**src/rtl/opn2d_pkg.sv**
```systemverilog
`default_nettype none
package opn2d_pkg;

   localparam int TABLE_SIZE  = 256;
   localparam int MAX_OCTAVES = 16;

   localparam logic [1:0] MODE_SINGLE = 2'd0;
   localparam logic [1:0] MODE_FBM    = 2'd1;
   localparam logic [1:0] MODE_RIDGED = 2'd2;
   localparam logic [1:0] MODE_SPARE  = 2'd3;

   localparam logic [1:0] CSR_MODE        = 2'd0;
   localparam logic [1:0] CSR_OCTAVES     = 2'd1;
   localparam logic [1:0] CSR_PERSISTENCE = 2'd2;
   localparam logic [1:0] CSR_LACUNARITY  = 2'd3;

   localparam logic OP_LOAD = 1'b0;
   localparam logic OP_EVAL = 1'b1;

   // per-octave schedule
   localparam logic [4:0] PH_SCALE   = 5'd0;
   localparam logic [4:0] PH_ADDR_X  = 5'd1;
   localparam logic [4:0] PH_ADDR_X1 = 5'd2;
   localparam logic [4:0] PH_ADDR_A  = 5'd3;
   localparam logic [4:0] PH_ADDR_A1 = 5'd4;
   localparam logic [4:0] PH_ADDR_B  = 5'd5;
   localparam logic [4:0] PH_ADDR_B1 = 5'd6;
   localparam logic [4:0] PH_ADDR_AA = 5'd7;
   localparam logic [4:0] PH_ADDR_BA = 5'd8;
   localparam logic [4:0] PH_ADDR_AB = 5'd9;
   localparam logic [4:0] PH_ADDR_BB = 5'd10;
   localparam logic [4:0] PH_GRAD2   = 5'd11;
   localparam logic [4:0] PH_LERP_M  = 5'd12;
   localparam logic [4:0] PH_LERP_A  = 5'd13;
   localparam logic [4:0] PH_LERP2_M = 5'd14;
   localparam logic [4:0] PH_LERP2_A = 5'd15;
   localparam logic [4:0] PH_RIDGE   = 5'd16;
   localparam logic [4:0] PH_WEIGHT  = 5'd17;
   localparam logic [4:0] PH_ACC     = 5'd18;

   typedef struct packed {
      logic       tbl_we;
      logic       init;
      logic       run;
      logic [4:0] phase;
      logic       div_check;
      logic       div_step;
      logic [3:0] div_bit;
      logic       emit;
   } ctl_cmd_type;

   function automatic logic signed [18:0] grad_q16(input logic [2:0] h,
                                                   input logic signed [17:0] dx,
                                                   input logic signed [17:0] dy);
      logic signed [18:0] u;
      logic signed [18:0] v;
      u = h[2] ? 19'(dy) : 19'(dx);
      v = h[2] ? 19'(dx) : 19'(dy);
      return (h[0] ? -u : u) + (h[1] ? -v : v);
   endfunction

endpackage
`default_nettype wire

```
**src/rtl/opn2d_ctrl.sv**
```systemverilog
`default_nettype none
module opn2d_ctrl (
   input  wire logic                   clock,
   input  wire logic                   reset,
   input  wire logic                   start,
   input  wire logic                   req_op,
   input  wire logic [1:0]             noise_mode,
   input  wire logic [4:0]             octave_count,
   output opn2d_pkg::ctl_cmd_type      cmd,
   output logic                        busy,
   output logic                        rsp_valid
);
   import opn2d_pkg::*;

   localparam logic [2:0] ST_IDLE = 3'd0;
   localparam logic [2:0] ST_OCT  = 3'd1;
   localparam logic [2:0] ST_DCHK = 3'd2;
   localparam logic [2:0] ST_DIV  = 3'd3;
   localparam logic [2:0] ST_DONE = 3'd4;

   logic [2:0] state_ff, state_in;
   logic [4:0] phase_ff, phase_in;
   logic [3:0] oct_ff, oct_in;
   logic [3:0] last_ff, last_in;
   logic [3:0] bit_ff, bit_in;
   logic       valid_ff, valid_in;
   logic [4:0] cnt;

   always_comb begin
      if (octave_count == 5'd0) begin
         cnt = 5'd1;
      end else if (octave_count > 5'(MAX_OCTAVES)) begin
         cnt = 5'(MAX_OCTAVES);
      end else begin
         cnt = octave_count;
      end
      if (noise_mode == MODE_SINGLE || noise_mode == MODE_SPARE) begin
         cnt = 5'd1;
      end
   end

   always_comb begin
      state_in = state_ff;
      phase_in = phase_ff;
      oct_in = oct_ff;
      last_in = last_ff;
      bit_in = bit_ff;
      valid_in = 1'b0;
      cmd = '0;
      cmd.phase = phase_ff;
      cmd.div_bit = bit_ff;
      unique case (state_ff)
         ST_IDLE: begin
            if (start) begin
               if (req_op == OP_EVAL) begin
                  cmd.init = 1'b1;
                  last_in = 4'(cnt - 5'd1);
                  oct_in = '0;
                  phase_in = PH_SCALE;
                  state_in = ST_OCT;
               end else begin
                  cmd.tbl_we = 1'b1;
               end
            end
         end
         ST_OCT: begin
            cmd.run = 1'b1;
            if (phase_ff == PH_ACC) begin
               phase_in = PH_SCALE;
               if (oct_ff == last_ff) begin
                  state_in = ST_DCHK;
               end else begin
                  oct_in = oct_ff + 4'd1;
               end
            end else begin
               phase_in = phase_ff + 5'd1;
            end
         end
         ST_DCHK: begin
            cmd.div_check = 1'b1;
            bit_in = 4'd15;
            state_in = ST_DIV;
         end
         ST_DIV: begin
            cmd.div_step = 1'b1;
            if (bit_ff == 4'd0) begin
               state_in = ST_DONE;
            end else begin
               bit_in = bit_ff - 4'd1;
            end
         end
         ST_DONE: begin
            cmd.emit = 1'b1;
            valid_in = 1'b1;
            state_in = ST_IDLE;
         end
         default: begin
            state_in = ST_IDLE;
         end
      endcase
   end

   always_ff @(posedge clock) begin
      if (reset) begin
         state_ff <= ST_IDLE;
         phase_ff <= '0;
         oct_ff <= '0;
         last_ff <= '0;
         bit_ff <= '0;
         valid_ff <= 1'b0;
      end else begin
         state_ff <= state_in;
         phase_ff <= phase_in;
         oct_ff <= oct_in;
         last_ff <= last_in;
         bit_ff <= bit_in;
         valid_ff <= valid_in;
      end
   end

   assign busy = (state_ff != ST_IDLE);
   assign rsp_valid = valid_ff;

endmodule
`default_nettype wire

```
**config.mk**
```make
export PLATFORM = sky130hd
export DESIGN_NAME = opn2d_ctrl
export DESIGN_NICKNAME = d
export VERILOG_FILES = /design/src/rtl/opn2d_pkg.sv /design/src/rtl/opn2d_ctrl.sv
export SDC_FILE = /design/constraint.sdc
export NUM_CORES = 1
export LEC_CHECK = 0
export ABC_AREA = 1
export BUFFER_PORTS_ARGS = -buffer_cell sky130_fd_sc_hd__buf_2
export CAP_MARGIN = 20
export CORE_UTILIZATION = 30
export DETAILED_ROUTE_END_ITERATION = 8
export HOLD_SLACK_MARGIN = 0.03
export PLACE_DENSITY = 0.47
export SYNTH_ARGS = -nofsm -noshare
export SYNTH_HDL_FRONTEND = slang
export SYNTH_SLANG_ARGS = --single-unit
```
**constraint.sdc**
```tcl
create_clock -name clock -period 1.8 [get_ports clock]
set_input_delay 0.36 -clock clock [delete_from_list [all_inputs] [get_ports clock]]
set_output_delay 0.36 -clock clock [all_outputs]
set_load 0.03 [all_outputs]
```
After elaboration in Yosys (flattened, before gate mapping). Index checks and enable logic that the tools add are counted.

Shift-type cells: 0. $lt $le $gt $ge: 1. Reduce and logical (&&, ||, !) cells: 13. Bitwise logic cells: 0. Equal/unequal tests: 14. Add/subtract/negate cells: 4. Mux-type cells: 28. Divide/modulo/power cells: 0. Multipliers: 0.

Operators by type and width (count): $mux W4 (8); $pmux W4 S2 (2); $mux W3 (5); $mux W5 (3); $ne A2 B2 Y1 const B (7); $pmux W3 S4 (1); $pmux W5 S2 (1); $reduce_and A5 Y1 (2); $sub A4 B1 Y4 const B (2); $eq A3 B2 Y1 const B (2); $mux W1 (6); $reduce_and A3 Y1 (2); $add A5 B1 Y5 const B (1); $eq A5 B5 Y1 const B (1); $gt A5 B5 Y1 const B (1); $logic_not A5 Y1 (1); $add A4 B1 Y4 const B (1); $eq A4 B4 Y1 (1); $logic_not A4 Y1 (1); $mux W2 (2); $reduce_bool A2 Y1 (2); $eq A3 B1 Y1 const B (1); $eq A3 B3 Y1 const B (1); $logic_not A3 Y1 (1); other kinds (5) (5).

Bits in read-only memories: 0. RAM bits: 0. Memories: 0. Latch bits: 0. Flip-flop bits (word level): 21.

Logic depth before layout (Yosys ltp).
Depth after elaboration: 5. Mapped depth: 10.

Least setup slack after synthesis. No wires, ideal clock.

Path kind: flip-flop to flip-flop. From: reg state_ff[1]. To: reg bit_ff[3]. Path buffers: 0. Setup time: 115 ps. Path slack: 259 ps. Cell stages (with the launch flop): 7. Arrival time: 1426 ps. Cells stage by stage: dfxtp_1 inv_2 nor3_4 o21ai_2 o21ai_1 nand2_1 o21a_1.

Word-level cells in the longest chain between the ends: 3.

Ends and longest elaborated chain: start, declared (RTL line opn2d_ctrl.sv:21) `logic [2:0] state_ff, state_in;`; start signal, assigned (RTL line opn2d_ctrl.sv:112) `state_ff <= state_in;`; $eq A3 B2 Y1 (RTL line opn2d_ctrl.sv:52) `unique case (state_ff)`; $ne A2 B2 Y1 (no line) or $reduce_bool A2 Y1 (tied branches); $reduce_and A2 Y1 (no line); end signal, assigned (RTL line opn2d_ctrl.sv:116) `bit_ff <= bit_in;`; end, declared (RTL line opn2d_ctrl.sv:25) `logic [3:0] bit_ff, bit_in;`.

Parallel ways exist; a longest one is shown, timed or not. A chain may end at the register's enable or synchronous reset.

==> results.ini <==
[grt]
grt_max_degree=13
grt_pass1_vias=1075
antenna_found_initial=0
grtUsageMet3=0.04223
grt_util_all_layers=0.1344
use_met2=0.2215
top_usage_layer=met2
gr-total-overflow=0
grt_pass1_wl_um=4547
grt_use_met1=0.1653

[place]
post-dp-hpwl_um=2191
portBuffers=27
dp_cells=266
gp_congestion=0.8037

[layout]
nets=241
drive_above_1_share=0.2634
diodes=0
area_delta_synth_final_pct=22.72
stdcell_count=274

[setup_path]
path_max_fanout=7
crit_type=reg -> out
arrival_ns=1.37
crit_required_ns=1.44
critPathLaunchType=register
endpoint_kind=output pin

[sta]
worst_slew_pin_slew_ns=0.3430
fin_crit_ns=1.730
setup_viol=0
slew_headroom=0.7706
max_freq_mhz=578.1
drv_slew=0
final.period_utilization=0.9610
fin_setup_tns_ns=0
worst_clock_skew_ns=0.006261
hold_viol=0

[job]
maxCapViolCount=0

[synth]
yosys.area.top_type=dfxtp_1
synth.top_cell.area_share=0.3262
seq_area_frac_synth=0.3262
ys_ff_latch=21
ys_warn_count=0
syn_area_per_cell_um2=6.819
yosysUniqueCellTypes=29
synth_cells=189
syn_nets=205
syn-cell-area_mm2=0.001289
synthTopCellsByArea=dfxtp_1, nand2_1, inv_1, nor2_1, nand3_1

[floorplan]
dieArea_mm2=0.004562
core-area_mm2=0.004058
io_pins=28
core.rowCount=23
start_util=0.3176
fp.dieH_um=67.54
die_w_um=67.54

[drt]
drtAntennaViolNets=0
dr.pass1.iters=4
vias=1201
drt_iter0_drc=49
viasPerCell=4.383
drcViolationCount=0
wl_per_cell_um=10.18
routed_wl_um=2788

[clock_network]
numCtsBuffers=3
clock-sinks=21
cts_root_buffer=clkbuf_8
hold_buffers=0
insertion_delay_ns=0.26
cts_tree=built
cts_max_level=1
cts_buffer_depth=2
path_clk_slew_ns=0.08

[min_path]
hold_path.class=in -> reg

[status]
status=complete, no violations

[pwr]
ir_drop_mv=0.5815
power.density_mw_per_mm2=1281
leakage_nw=0.8003

==> registers in the layout, summed over array words and instances, names as in the netlist <==
register	flops
phase_ff	5
bit_ff	4
last_ff	4
oct_ff	4
state_ff	3
rsp_valid	1
==> worst max-delay path, stage by stage, from the launching register on <==
cell and delay [ns]:
dfxtp_1 0.37, inv_2 0.06, buf_4 0.14, nor3_4 0.27
buf_2 0.27
==> area by class of cell <==
class / count / area, um^2
tap: 50 / 62.56
multi-input combinational: 131 / 735.7
clock inverter: 1 / 5.005
fill: 430 / 2476
sequential: 21 / 422.9
inverter: 35 / 131.4
timing repair buffer: 33 / 182.7
clock buffer: 3 / 41.29
==> cell usage after synthesis, drive strengths merged <==
library cell / instances
a211oi: 1
a21oi: 11
a32oi: 1
buf: 1
clkbuf: 1
dfxtp: 21
ha: 5
inv: 35
nand2: 48
nand3: 16
nand3b: 1
nand4: 1
nor2: 24
nor3: 4
nor3b: 1
nor4: 1
o21a: 1
o21ai: 8
o21bai: 1
xnor2: 4
xor2: 3
==> where the power goes <==
group          internal [mW]  total, mW  switching, mW
Clock                  0.154      0.313          0.158
Sequential             0.552      0.642         0.0907
Combinational          0.376       1.07          0.696
==> per-stage QoR <==
step                utilization  setup WS, ns  area [um^2]  hold WS, ns  power (mW)
floorplan                     -        0.2590         1289       0.4423       1.408
global placement         0.3673        0.2572         1490       0.4688       1.658
detailed placement       0.3673        0.2498         1490       0.4627       1.647
CTS                      0.3799       0.02143         1541       0.4385       1.979
global route             0.3898     -0.001530         1582       0.4570       2.205
finish                   0.3898       0.07020         1582       0.4448       2.026
==> routing by layer <==
| layer | part of all wire | vias up |
|---|---|---|
| met5 | 0 | - |
| met4 | 0.0097 | 0 |
| met3 | 0.037 | 2 |
| met2 | 0.46 | 17 |
| met1 | 0.49 | 521 |
| li1 | - | 661 |
==> logic make-up (layout without fill, tap and decap cells) <==
logic type                 count (synthesis)  after routing  synth area share
DFF                                       21             21            0.3262
AOI/OAI and AO/OA                         23             23            0.1049
xor gates and xnor gates                   7              7           0.04757
adders and majority gates                  5              5           0.04854
buffers and inverters                     37             72            0.1107
and+or+nand+nor                           96             96            0.3621
==> worst paths after layout <==
kind | startpoint | endpoint | slack (ns) | cells past startpoint
max | state_ff[0] | cmd[12] | 0.07 | 4
min | reset | phase_ff[2] | 0.44 | 2
max reg2reg | state_ff[0] | phase_ff[4] | 0.22 | 10
min reg2reg | state_ff[0] | rsp_valid | 0.47 | 1
==> what timing repair did <==
action                                  in CTS  in global routing
endpoints found under the setup margin       2                  3
gates resized for setup                      1                  5
pin swaps                                    0                  1
buffers inserted                             0                  4
==> cell usage in the layout, fill, tap and decap left out, drive strengths merged <==
cell type,netlist,layout
xnor2,4,4
inv,35,35
xor2,3,3
a21oi,11,11
nand3b,1,1
nor3,4,4
o21ai,8,8
ha,5,5
clkinv,0,1
nand4,1,1
nor3b,1,1
a32oi,1,1
o21a,1,1
nand3,16,16
nor4,1,1
o21bai,1,1
a211oi,1,1
clkbuf,1,3
buf,1,33
dfxtp,21,21
nor2,24,24
nand2,48,48
No activity file was read; power rests on OpenSTA's default activity.
